File: src/hdl/smf_pkg.sv
`default_nettype none
// ----------------------------------------------------------------------------
// smf_pkg
// Shared constants and types for the sliding median filter: window geometry
// and the view one sorted cell shows to its neighbors.
// ----------------------------------------------------------------------------
package smf_pkg;

  localparam int WINDOW = 5;
  localparam int MID    = WINDOW / 2;
  localparam int SMP_W  = 16;
  localparam int AGE_W  = (WINDOW > 1) ? $clog2(WINDOW) : 1;
  localparam int CNT_W  = $clog2(WINDOW + 1);

  localparam logic [AGE_W-1:0] AGE_OLDEST = AGE_W'(WINDOW - 1);
  localparam logic [CNT_W-1:0] CNT_FULL   = CNT_W'(WINDOW);
  localparam logic [CNT_W-1:0] CNT_LAST   = CNT_W'(WINDOW - 1);

  typedef logic signed [SMP_W-1:0] sample_t;

  typedef struct packed {
    logic             vld;
    logic             le;
    logic [AGE_W-1:0] age;
    sample_t          val;
  } cell_view_t;

  // below the first cell: acts as minus infinity
  localparam cell_view_t VIEW_FLOOR = '{vld: 1'b0, le: 1'b1, age: '0, val: '0};
  // above the last cell: empty slot
  localparam cell_view_t VIEW_CEIL  = '{vld: 1'b0, le: 1'b0, age: '0, val: '0};

endpackage

`default_nettype wire

File: src/hdl/sliding_median_filter_core.sv
`default_nettype none
// a result is registered and appears in the cycle after the sample beat that completes it
// throughput: one sample per cycle while the result is not stalled, set by the sorted cell chain
// the first WINDOW-1 samples after reset give no result
// reset clears the cell valid bits, the fill count and the output valid flag
// ----------------------------------------------------------------------------
// sliding_median_filter_core
// Running median over the last WINDOW samples, kept as a chain of sorted
// cells tagged with their age; the middle cell holds the median.
// ----------------------------------------------------------------------------
module sliding_median_filter_core (
  input  wire logic             clk,
  input  wire logic             rst_n,
  input  wire logic             in_valid,
  output logic                  in_ready,
  input  wire smf_pkg::sample_t in_sample,
  output logic                  out_valid,
  input  wire logic             out_ready,
  output smf_pkg::sample_t      out_median
);
  import smf_pkg::*;

  cell_view_t       views [WINDOW];
  sample_t          nxt_vals [WINDOW];
  logic [WINDOW:0]  del_chain;
  logic [WINDOW-1:0] vld_vec;
  logic             accept;
  logic [CNT_W-1:0] fill_cnt_r, fill_cnt_nxt;
  logic             out_valid_r, out_valid_nxt;
  sample_t          out_median_r;

  assign in_ready   = !out_valid_r || out_ready;
  assign accept     = in_valid && in_ready;
  assign out_valid  = out_valid_r;
  assign out_median = out_median_r;
  assign del_chain[0] = 1'b0;

  for (genvar i = 0; i < WINDOW; i++) begin : g_cell
    cell_view_t lo_v;
    cell_view_t hi_v;
    if (i == 0) begin : g_lo_edge
      assign lo_v = VIEW_FLOOR;
    end else begin : g_lo
      assign lo_v = views[i-1];
    end
    if (i == WINDOW - 1) begin : g_hi_edge
      assign hi_v = VIEW_CEIL;
    end else begin : g_hi
      assign hi_v = views[i+1];
    end
    smf_cell u_cell (
      .clk      (clk),
      .rst_n    (rst_n),
      .shift_en (accept),
      .sample   (in_sample),
      .lo_view  (lo_v),
      .hi_view  (hi_v),
      .del_lo   (del_chain[i]),
      .own_view (views[i]),
      .del_out  (del_chain[i+1]),
      .val_nxt  (nxt_vals[i])
    );
    assign vld_vec[i] = views[i].vld;
  end

  always_comb begin
    fill_cnt_nxt = fill_cnt_r;
    if (accept && (fill_cnt_r != CNT_FULL)) begin
      fill_cnt_nxt = fill_cnt_r + CNT_W'(1);
    end
  end

  always_comb begin
    out_valid_nxt = out_valid_r;
    if (accept) begin
      out_valid_nxt = (fill_cnt_r >= CNT_LAST);
    end else if (out_ready) begin
      out_valid_nxt = 1'b0;
    end
  end

  always_ff @(posedge clk) begin
    if (!rst_n) begin
      fill_cnt_r  <= '0;
      out_valid_r <= 1'b0;
    end else begin
      fill_cnt_r  <= fill_cnt_nxt;
      out_valid_r <= out_valid_nxt;
    end
  end

  always_ff @(posedge clk) begin
    if (accept) begin
      out_median_r <= nxt_vals[MID];
    end
  end

`ifndef NO_ASSERTIONS
  // occupied cells track the fill count, the number of samples seen up to WINDOW
  a_fill_matches_cells: assert property (@(posedge clk) disable iff (!rst_n)
    $countones(vld_vec) == int'(fill_cnt_r))
    else $error("occupied cells differ from fill count");

  // a result only exists once the window is full
  a_result_needs_full: assert property (@(posedge clk) disable iff (!rst_n)
    out_valid_r |-> (fill_cnt_r == CNT_FULL))
    else $error("result with window not full");

  // at most one entry ages out per beat
  a_single_oldest: assert property (@(posedge clk) disable iff (!rst_n)
    $countones(del_chain ^ {del_chain[WINDOW-1:0], 1'b0}) <= 1)
    else $error("more than one oldest entry");

  // a stalled result blocks new samples
  a_stall_blocks: assert property (@(posedge clk) disable iff (!rst_n)
    (out_valid_r && !out_ready) |-> !in_ready)
    else $error("sample taken while result stalled");
`endif

endmodule

`default_nettype wire

File: src/hdl/smf_cell.sv
`default_nettype none
// ----------------------------------------------------------------------------
// smf_cell
// One slot of the sorted window. Each beat drops the oldest sample from the
// chain, once the window is full, and inserts the new one, taking its next
// value from itself, a neighbor or the incoming sample.
// ----------------------------------------------------------------------------
module smf_cell (
  input  wire logic                clk,
  input  wire logic                rst_n,
  input  wire logic                shift_en,
  input  wire smf_pkg::sample_t    sample,
  input  wire smf_pkg::cell_view_t lo_view,
  input  wire smf_pkg::cell_view_t hi_view,
  input  wire logic                del_lo,
  output smf_pkg::cell_view_t      own_view,
  output logic                     del_out,
  output smf_pkg::sample_t         val_nxt
);
  import smf_pkg::*;

  logic             vld_r, vld_nxt;
  logic [AGE_W-1:0] age_r, age_nxt;
  sample_t          val_r;
  logic             del_own;
  logic             le_own;
  cell_view_t       comp_cur;
  cell_view_t       comp_lo;

  assign del_own = vld_r && (age_r == AGE_OLDEST);
  assign le_own  = vld_r && !del_own && (val_r <= sample);
  assign del_out = del_own || del_lo;

  assign own_view = '{vld: vld_r, le: le_own, age: age_r, val: val_r};

  // neighbors after the oldest entry is squeezed out
  assign comp_cur = del_out ? hi_view : own_view;
  assign comp_lo  = del_lo ? own_view : lo_view;

  always_comb begin
    if (comp_cur.le) begin
      vld_nxt = comp_cur.vld;
      age_nxt = comp_cur.age + AGE_W'(1);
      val_nxt = comp_cur.val;
    end else if (comp_lo.le) begin
      vld_nxt = 1'b1;
      age_nxt = '0;
      val_nxt = sample;
    end else begin
      vld_nxt = comp_lo.vld;
      age_nxt = comp_lo.age + AGE_W'(1);
      val_nxt = comp_lo.val;
    end
  end

  always_ff @(posedge clk) begin
    if (!rst_n) begin
      vld_r <= 1'b0;
    end else if (shift_en) begin
      vld_r <= vld_nxt;
    end
  end

  always_ff @(posedge clk) begin
    if (shift_en) begin
      age_r <= age_nxt;
      val_r <= val_nxt;
    end
  end

endmodule

`default_nettype wire

File: config.mk
export PLATFORM = sky130hd
export DESIGN_NAME = sliding_median_filter_core
export DESIGN_NICKNAME = d
export VERILOG_FILES = /design/src/hdl/smf_pkg.sv /design/src/hdl/sliding_median_filter_core.sv /design/src/hdl/smf_cell.sv
export SDC_FILE = /design/constraint.sdc
export NUM_CORES = 1
export LEC_CHECK = 0
export ABC_AREA = 1
export BUFFER_PORTS_ARGS = -buffer_cell sky130_fd_sc_hd__buf_2
export CAP_MARGIN = 20
export CORE_MARGIN = 2
export CORE_UTILIZATION = 50
export DETAILED_ROUTE_END_ITERATION = 12
export GPL_TIMING_DRIVEN = 0
export MAX_ROUTING_LAYER = met4
export PLACE_DENSITY = 0.69
export REMOVE_ABC_BUFFERS = 1
export SYNTH_ARGS = -nofsm -noshare
export SYNTH_HDL_FRONTEND = slang
export SYNTH_SLANG_ARGS = --single-unit
File: constraint.sdc
create_clock -name clk -period 4.6 [get_ports clk]
set_input_delay 1.38 -clock clk [delete_from_list [all_inputs] [get_ports clk]]
set_output_delay 1.38 -clock clk [all_outputs]
set_load 0.03 [all_outputs]
### After elaboration in Yosys (flattened, before gate mapping)

Index checks and enable logic that the tools add are counted.

| storage, ports and cells | value |
|---|---|
| output and inout port bits | 18 |
| input port bits | 20 |
| register bits after elaboration | 104 |
| bits in writable memories | 0 |
| latch bits | 0 |
| ROM bits | 0 |
| word-level logic and storage cells | 99 |
| memories kept | 0 |

| operators by class | value |
|---|---|
| divide/modulo/power cells | 0 |
| multiply operators | 0 |
| magnitude comparators | 6 |
| bitwise gates (word level) | 0 |
| reductions and logical operators | 30 |
| muxes and demuxes | 33 |
| add/subtract/negate cells | 6 |
| equal/unequal tests | 7 |
| shift-type cells | 0 |

Operator list:

| operator | number |
|---|---|
| two-way mux 16 bit | 9 |
| two-way mux 21 bit | 5 |
| <= comparator 16 bit | 5 |
| two-way mux 3 bit | 8 |
| adder 3 x 1 -> 3 bit, second input constant | 6 |
| logical AND 1 bit | 17 |
| equality test 3 bit, second input constant | 5 |
| two-way mux 1 bit | 11 |
| logical NOT 1 bit | 6 |
| logical OR 1 bit | 5 |
| >= comparator 3 bit, second input constant | 1 |
| != test 3 bit, second input constant | 1 |
| != test 2 x 1 -> 1 bit, second input constant | 1 |
| AND reduction 2 bit | 1 |
| nonzero test 2 bit | 1 |

### Logic depth before layout (Yosys ltp)

Gate-level depths: netlist of run 1.

| depth | value |
|---|---|
| depth in word-level cells | 9 |
| gate-level depth with buffers | 20 |
| depth with buffers taken out | 19 |

### Hierarchy

From an unflattened synthesis of run 1, not the netlist that was laid out.

| second synthesis, totals | value |
|---|---|
| cells, all modules | 1700 |
| area total of the unflattened synthesis | 11208.2 sq um |

By module, submodules not included:

| module | cells each | area each (sq um) | instances | sequential area each (sq um) |
|---|---|---|---|---|
| smf_cell | 330 | 2099.5 | 5 | 590.6 |
| sliding_median_filter_core | 50 | 710.7 | 1 | 560.5 |

### Least setup slack after synthesis of run 1

No wires, ideal clock.

| timing path | value |
|---|---|
| path kind | input port to flip-flop |
| start point | in out_ready |
| end point | reg g_cell[4].u_cell.val_r[0] (enable) |
| slack | 0.129 ns |
| data arrival time | 4.103 ns |
| cell stages on the path | 6 |
| path buffers | 0 |
| setup time | 0.368 ns |
| path through | inv_1 nand2_1 nand2_1 inv_1 nand2_1 inv_1 |

| on the way | value |
|---|---|
| longest elaborated chain between the ends | 3 |

Ends and longest elaborated chain:

| item | RTL line | RTL |
|---|---|---|
| from (decl) | sliding_median_filter_core.sv:18 | `input wire logic out_ready,` |
| logical OR 1 bit | sliding_median_filter_core.sv:32 | `assign in_ready = !out_valid_r \|\| out_ready;` |
| named net in_ready | sliding_median_filter_core.sv:15 | `output logic in_ready,` |
| logical AND 1 bit | sliding_median_filter_core.sv:33 | `assign accept = in_valid && in_ready;` |
| named net accept | sliding_median_filter_core.sv:27 | `logic accept;` |
| AND reduction 2 bit (no source line) | n/a |  |
| to (signal assigned) | smf_cell.sv:67 | `val_r <= val_nxt;` |
| to (decl) | smf_cell.sv:24 | `sample_t val_r;` |

The timed path passes the listed nets, and every way through them passes these cells.
A chain may end at the register's enable or synchronous reset.

### Final worst setup path of run 1

| timing path | value |
|---|---|
| start point | in in_sample[15] |
| end point | reg g_cell[3].u_cell.age_r[0], data pin |

| on the way | value |
|---|---|
| longest elaborated chain between the ends | 5 |
| elaborated cells between the ends (all ways) | 10 |
| classes of those cells | order compare (3); mux (4); reduce/logical (3) |

Ends and longest elaborated chain:

| item | RTL line | RTL |
|---|---|---|
| from (decl) | sliding_median_filter_core.sv:16 | `input wire smf_pkg::sample_t in_sample,` |
| <= comparator 16 bit | smf_cell.sv:31 | `assign le_own = vld_r && !del_own && (val_r <= sample);` |
| logical AND 1 bit | smf_cell.sv:31 |  |
| two-way mux 21 bit | smf_cell.sv:38 | `assign comp_lo = del_lo ? own_view : lo_view;` |
| two-way mux 3 bit | smf_cell.sv:45 | `end else if (comp_lo.le) begin` |
| two-way mux 3 bit * | smf_cell.sv:41 | `if (comp_cur.le) begin` |
| named net g_cell[3].u_cell.age_nxt[0] | smf_cell.sv:23 | `logic [AGE_W-1:0] age_r, age_nxt;` |
| to (signal assigned) | smf_cell.sv:66 | `age_r <= age_nxt;` |
| to (decl) | smf_cell.sv:23 |  |

Mark *: on every way through the listed nets, which the timed path passes. The rest lies on a longest branch.

==> impl_summary.txt, run 1 <==
----------------------------------------------------
[Run status]
  Result of the run ... complete, no violations

[Power]
  Pwr per Cell Area ... 343.4 nW/um2
  Flop pwr share ... 43.0%
  Overall power consumption ... 3068 uW
  Combinational Power Share ... 31.3%
  P_int ... 1944 uW
  Max rail drop VDD ... 0.0001853 V
  Part of the total power dissipated in the clock network ... 25.7%
  Leakage component of the power ... 0.004237 uW
  Switching part of the total power ... 36.62%
  Power dissipated by switching net loads ... 1124 uW

[Synthesis]
  Syn. warnings ... 0
  Area of the mapped netlist ... 8518 um2
  Synthesized flop and latch total ... 104
  Syn Area/Cell ... 7.793 um2
  Share of cell area taken by muxes after synthesis ... 3.525%
  XOR/XNOR share of the synthesized area ... 0.6169%
  Synth Area in Compound Gates ... 9.019%
  Synth Area in Simple Gates ... 29.45%
  Ys flop type ... edfxtp_1
  Adder and majority gate portion of the synthesized area ... 12.78%
  Number of enable-type register cells in the synthesized netlist ... 95
  Unique cell type count in the Yosys netlist ... 39
  Dominant combinational cell family by area after synthesis ... simple AND/OR/NAND/NOR gates
  Post-synthesis async set-or-reset flop share ... 0%
  Register area share after synthesis ... 35.61%
  Post-synthesis cell count ... 1,093

[Layout]
  Final Net Count ... 1,193
  Post-Layout Cell Count ... 1,311
  Reg area ... 3033 um2
  Proportion of layout cells with a drive suffix above 1 ... 8.158%
  Final instance area ... 8935 um2
  Fillcell total ... 1,634
  Area used by multi-input combinational logic ... 4735 um2
  Area delta synth->final ... 4.891%
  Ant diodes ... 0

[Placed design]
  Number of placed cells counting well taps ... 1,295
  Routability Congestion ... 0.8745
  Number of buffer cells added on primary ports ... 37
  Cell area after placement ... 8630 um2
  Detailed Place HPWL ... 14,830 um

[Timing]
  Fmax achieved ... 0.2283 GHz
  Final setup violating endpoints ... 0
  Setup repair after global routing missed its margin ... no
  Minimum period implied by the final worst setup slack ... 4.379 ns
  Max transition margin ... 42.20%
  Post-route worst hold slack ... 0.4819 ns
  Clock Skew ... 0.008877 ns
  Number of hold violations in the final report ... 0
  Actual transition at the worst max-transition pin ... 0.8639 ns
  Period utilization ... 95.20%
  Max-slew violation count ... 0

[Clocking]
  Setup Buffers After CTS ... 0
  Clock tree from TritonCTS ... built
  Max H-tree Level ... 3
  Clock latency reported for the late side of the worst-skew pair ... 0.37 ns
  Cell at the root of the clock tree ... clkbuf_16
  Maximum clock insertion buffer count ... 2
  Total CTS buffers ... 9
  TritonCTS Sinks ... 104
  Clock-pin slew on the worst setup and hold paths ... 0.08 ns

[Global routing]
  Antenna violations before repair ... 0
  Global-route usage over all layers ... 26.55%
  Vias in the first global route ... 6,864
  First-pass GRT wire length ... 36,180 um
  Pin count of the biggest net entering global routing ... 46
  Total global routing overflow ... 0

[Floorplanning]
  Y dimension of the die ... 134.5 um
  Area of the core region ... 16,640 um2
  Std-Cell Rows ... 47
  Boundary Pins ... 38
  Die X-Extent ... 134.5 um
  Effective utilization at floorplan ... 51.18%
  Die Footprint ... 18,100 um2

[Route]
  Final routed DRC violation total ... 0
  DRT iter0 DRCs ... 648
  Avg Vias per Cell ... 5.594
  WL final ... 22,860 um
  Number of detailed-routing iterations run before antenna repair ... 5
  Overall via count from detail_route ... 7,334
  DR WL/cell ... 17.44 um
  Number of nets with antenna violations after routing ... 0

[Critical path]
  Kind of start point of the critical path ... input port
  Worst Path Class, Setup ... in -> reg
  Critical path data required time ... 4.70 ns
  Kind of end point of the critical path ... flip-flop
  Data arrival time of the critical path ... 4.48 ns
  Highest net fanout along the worst path ... 38

[Min path]
  Worst Hold Class ... reg -> reg

[Job]
  Number of max-cap violations ... 0

----------------------------------------------------
==> worst paths after layout <==
kind,end,slack (ns),cells after the start,startpoint
min,fill_cnt_r[1]$_SDFFE_PN0P_,0.48,2,fill_cnt_r[1]$_SDFFE_PN0P_
min reg2reg,fill_cnt_r[1]$_SDFFE_PN0P_,0.48,2,fill_cnt_r[1]$_SDFFE_PN0P_
max,g_cell[3].u_cell.age_r[0]$_DFFE_PP_,0.22,14,in_sample[15]
max reg2reg,g_cell[3].u_cell.age_r[0]$_DFFE_PP_,0.47,10,g_cell[0].u_cell.age_r[2]$_SDFFCE_PN0P_
==> cells in the final DEF (no fill, tap or decap), types with 30 or more instances in the layout <==
| cell type | count |
|---|---|
| o21ai_1 | 34 |
| nand2_1 | 332 |
| inv_1 | 90 |
| nor2_1 | 40 |
| buf_2 | 37 |
| o21ai_0 | 43 |
| a21oi_1 | 57 |
| nand3_1 | 119 |
| mux2i_1 | 30 |
| edfxtp_1 | 95 |
| ha_1 | 87 |
==> critical path: stages <==
cell,delay (ns)
buf_2,0.13
inv_1,0.17
ha_1,0.40
nand4_1,0.23
nor2_1,0.23
nand2_1,0.15
nand2_1,0.09
nand2_1,0.05
nand3_1,0.10
nand3_1,0.12
nand2_2,0.69
inv_4,0.40
nand2_1,0.20
o21ai_1,0.10
==> synthesized netlist by cell type (2+ instances only) <==
library cell / number / share of area [%]
a21o_1: 4 / 0.35
a21oi_1: 57 / 3.3
buf_2: 21 / 1.2
buf_4: 20 / 1.8
buf_6: 9 / 1.2
clkbuf_1: 6 / 0.26
dfxtp_1: 9 / 2.1
edfxtp_1: 95 / 33
ha_1: 87 / 13
inv_1: 91 / 4.0
inv_2: 9 / 0.40
inv_4: 2 / 0.15
mux2i_1: 30 / 3.5
nand2_1: 332 / 15
nand2_2: 8 / 0.59
nand2_4: 6 / 0.79
nand3_1: 119 / 7.0
nand3_2: 2 / 0.24
nand3_4: 3 / 0.62
nand4_1: 7 / 0.51
nor2_1: 40 / 1.8
nor3_1: 5 / 0.29
nor3b_1: 2 / 0.18
o21a_1: 3 / 0.26
o21ai_0: 43 / 2.5
o21ai_1: 34 / 2.0
o21bai_1: 3 / 0.26
or2_0: 14 / 1.0
or2_1: 18 / 1.3
xnor2_1: 3 / 0.31
xor2_1: 3 / 0.31
==> state kept, by name, summed over array words and instances, names as in the netlist <==
signal and count:
fill_cnt_r 3, g_cell.u_cell.vld_r 5, out_valid 1, g_cell.u_cell.age_r 15, g_cell.u_cell.val_r 80
==> power by group through the flow <==
stage	clock network [uW]	logic, uW	registers, uW
floorplan	0	680	1340
global placement	0	919	1340
CTS	799	954	1320
global route	830	1100	1330
detailed placement	0	947	1340
finish	790	960	1320
==> logic make-up after synthesis <==
logic type / after synthesis
simple gates: 561
buf+inv: 158
compound gates: 147
flops: 104
fa+ha+maj: 87
mux: 30
xor+xnor: 6
==> cell type report <==
cell class                 count  area share (%)
timing repair buffer          38           2.381
tap                          220           3.081
multi-input combinational    831           52.99
clock buffer                   9           2.521
inverter                     102           4.397
clock inverter                 7          0.6862
sequential                   104           33.94
==> metrics by stage <==
stage | utilization (%) | setup TNS (ns) | setup slack, ns
floorplan | - | 0 | 0.1294
global placement | 51.67 | -44.89 | -1.168
detailed placement | 51.85 | -6.490 | -0.2318
CTS | 53.59 | 0 | 0.1088
global route | 53.69 | 0 | 0.02460
finish | 53.69 | 0 | 0.2206
==> layer usage <==
metal  GRT usage [%]  up-vias  part of all wire [%]  wire length (um)
met1           35.35     3396                    46             10600
met2           42.80      252                    46             10570
li1                -     3650                     -                 -
met4           9.240        0                   2.2               503
met5               -        -                     0                 0
met3           2.365       36                   5.2              1189
==> repair_timing <==
item | in CTS | in global routing
hold buffers | 0 | 0
resized for setup | 1 | 2
setup endpoints to repair | 22 | 52
No activity file was read; power rests on OpenSTA's default activity.
==> run 2, diff against run 1 <==
Settings changed: CORE_ASPECT_RATIO from default to 2.
==> run 2 against run 1 <==
Worst hold slack worse by 0.0022 ns. Critical path depth is 1 higher. Total power is 0.16% lower. Wire length is 5.8% higher. Highest routed layer unchanged.
==> impl_summary.txt, run 2 (synthesis results as in run 1) <==
----------------------------------------------------
[Run status]
  Result of the run ... complete, no violations

[Layout]
  Most common cell after layout, fill and taps aside ... nand2_1
  Top reg by flops ... g_cell.u_cell.val_r
  Area used by multi-input combinational logic ... 4726 um2 (-0.19%)
  Final Net Count ... 1,193 (unchanged)
  Post-Layout Cell Count ... 1,298 (-0.99%)
  Reg area ... 3033 um2 (unchanged)
  Proportion of layout cells with a drive suffix above 1 ... 7.974% (-0.18 points)
  Final core occ ... 53.34% (-0.35 points)
  Largest registers ... g_cell.u_cell.val_r (80), g_cell.u_cell.age_r (15), g_cell.u_cell.vld_r (5)
  Area delta synth->final ... 4.465%
  Highest-count cells in the layout ignoring fill and taps ... 332 x nand2_1, 119 x nand3_1, 95 x edfxtp_1, 90 x inv_1, 87 x ha_1
  Fillcell total ... 1,648 (+0.86%)
  Flip-flop count of the largest register, all copies and words added ... 80 (unchanged)
  Ant diodes ... 0 (unchanged)

[Timing]
  Final WS setup ... 0.4162 ns (+0.1956 ns)
  Fmax achieved ... 0.2390 GHz (+4.7%)
  Max transition margin ... 46.90% (+4.7 points)
  Final setup TNS ... 0 ns (unchanged)
  Clock Skew ... 0.01195 ns (+0.003071 ns)
  Max-slew violation count ... 0 (unchanged)
  Actual transition at the worst max-transition pin ... 0.7956 ns (-0.06838 ns)
  Number of hold violations in the final report ... 0 (unchanged)
  Final setup violating endpoints ... 0 (unchanged)
  Setup repair after global routing missed its margin ... no
  Minimum period implied by the final worst setup slack ... 4.184 ns (-0.1956 ns)
  Post-route worst hold slack ... 0.4797 ns (-0.002170 ns)
  Period utilization ... 90.95% (-4.3 points)

[Route]
  DR WL/cell ... 18.63 um (+6.8%)
  DRT iter0 DRCs ... 442 (-32%)
  Overall via count from detail_route ... 7,457 (+1.7%)
  Avg Vias per Cell ... 5.745 (+2.7%)
  Number of nets with antenna violations after routing ... 0 (unchanged)
  WL final ... 24,180 um (+5.8%)
  Final routed DRC violation total ... 0 (unchanged)
  Number of detailed-routing iterations run before antenna repair ... 5 (unchanged)

[Floorplanning]
  Area of the core region ... 16,680 um2 (+0.24%)
  Die X-Extent ... 96.30 um (-28%)
  Std-Cell Rows ... 67 (+43%)
  Die Footprint ... 18,160 um2 (+0.35%)
  Y dimension of the die ... 188.6 um (+40%)
  Boundary Pins ... 38 (unchanged)
  Effective utilization at floorplan ... 51.06% (-0.12 points)

[Power]
  Leakage component of the power ... 0.004224 uW (-0.31%)
  Max rail drop VDD ... 0.0001915 V (+3.4%)
  Pwr per Cell Area ... 344.2 nW/um2 (+0.25%)

[Clocking]
  Clock tree from TritonCTS ... built
  Clock-pin slew on the worst setup and hold paths ... 0.07 ns (about the same)
  Clock latency reported for the late side of the worst-skew pair ... 0.36 ns (about the same)
  TritonCTS Sinks ... 104 (unchanged)
  CTS Hold Bufs ... 0 (unchanged)
  Total CTS buffers ... 9 (unchanged)
  Setup Buffers After CTS ... 0 (unchanged)
  Cell at the root of the clock tree ... clkbuf_16
  Maximum clock insertion buffer count ... 2 (unchanged)
  Max H-tree Level ... 3 (unchanged)

[Global routing]
  Global-route usage over all layers ... 28.28% (+1.7 points)
  Antenna violations before repair ... 0 (unchanged)
  Pin count of the biggest net entering global routing ... 69 (+50%)
  First-pass GRT wire length ... 37,330 um (+3.2%)
  Total global routing overflow ... 0 (unchanged)
  Vias in the first global route ... 7,330 (+6.8%)

[Critical path]
  Kind of end point of the critical path ... flip-flop
  Kind of start point of the critical path ... input port
  Data arrival time of the critical path ... 4.27 ns (-0.21 ns)
  Critical path data required time ... 4.69 ns (about the same)
  Highest net fanout along the worst path ... 36 (-5.3%)
  Worst Path Class, Setup ... in -> reg

[Placed design]
  Routability Congestion ... 0.8838 (+1.1%)
  Detailed Place HPWL ... 17,570 um (+18%)
  Pre-CTS WS ... -0.03720 ns (+0.1946 ns)
  Number of buffer cells added on primary ports ... 37 (unchanged)
  Number of placed cells counting well taps ... 1,282 (-1.0%)

[Min path]
  Worst Hold Class ... reg -> reg

[Job]
  Number of max-cap violations ... 0 (unchanged)

----------------------------------------------------
-- run 2: worst paths after layout --
kind                            slack [ns]                               startpoint                                    to  depth (start not counted)
worst max register to register        0.61  g_cell[0].u_cell.age_r[1]$_SDFFCE_PN0P_  g_cell[3].u_cell.val_r[15]$_DFFE_PP_                         10
worst max-delay path                  0.42                             in_sample[9]   g_cell[0].u_cell.val_r[2]$_DFFE_PP_                         15
worst min-delay path                  0.48               fill_cnt_r[1]$_SDFFE_PN0P_            fill_cnt_r[1]$_SDFFE_PN0P_                          2
worst min register to register        0.48               fill_cnt_r[1]$_SDFFE_PN0P_            fill_cnt_r[1]$_SDFFE_PN0P_                          2
-- run 2: area by class of cell --
type                            instances  share of cell area, %
Multi-Input combinational cell        831                  53.11
Sequential cell                       104                  34.08
Inverter                              102                  4.415
Tap cell                              207                  2.911
Clock buffer                           11                  2.728
Timing Repair Buffer                   38                  2.390
Clock inverter                          5                 0.3656
-- run 2: per-layer routing --
| layer | vias up | global-route usage [%] | share of wire [%] |
|---|---|---|---|
| met5 | - | - | 0 |
| met4 | 0 | 19.28 | 7.7 |
| met3 | 83 | 3.119 | 4.2 |
| met2 | 242 | 48.53 | 53 |
| met1 | 3471 | 29.23 | 35 |
| li1 | 3661 | - | - |
-- run 2: metrics by stage --
stage / power [uW] / instance area, um2
global route: 3251 / 8899
floorplan: 2021 / 8139
global placement: 2289 / 8583
CTS: 3063 / 8889
finish: 3063 / 8899
detailed placement: 2314 / 8613
-- run 2: timing repair --
| action | in CTS | in global routing |
|---|---|---|
| endpoints found under the hold margin | 0 | 0 |
| resized for setup | 0 | 3 |
| endpoints found under the setup margin | 0 | 36 |
-- run 2: power breakdown --
part           internal (uW)  switching, uW
Clock                    382            379
Sequential              1220            106
Combinational            349            631
-- run 2: critical path: stages --
cell and delay [ns]:
buf_2 0.15, inv_1 0.33, ha_1 0.32, nand2_1 0.07, inv_1 0.03, o21ai_0 0.14
a21oi_1 0.10, nor2_1 0.15, nand2_1 0.07, nand2_1 0.06, nand3_1 0.10, nand2_2 0.37
nand2_4 0.27, inv_2 0.56, o21ai_1 0.16
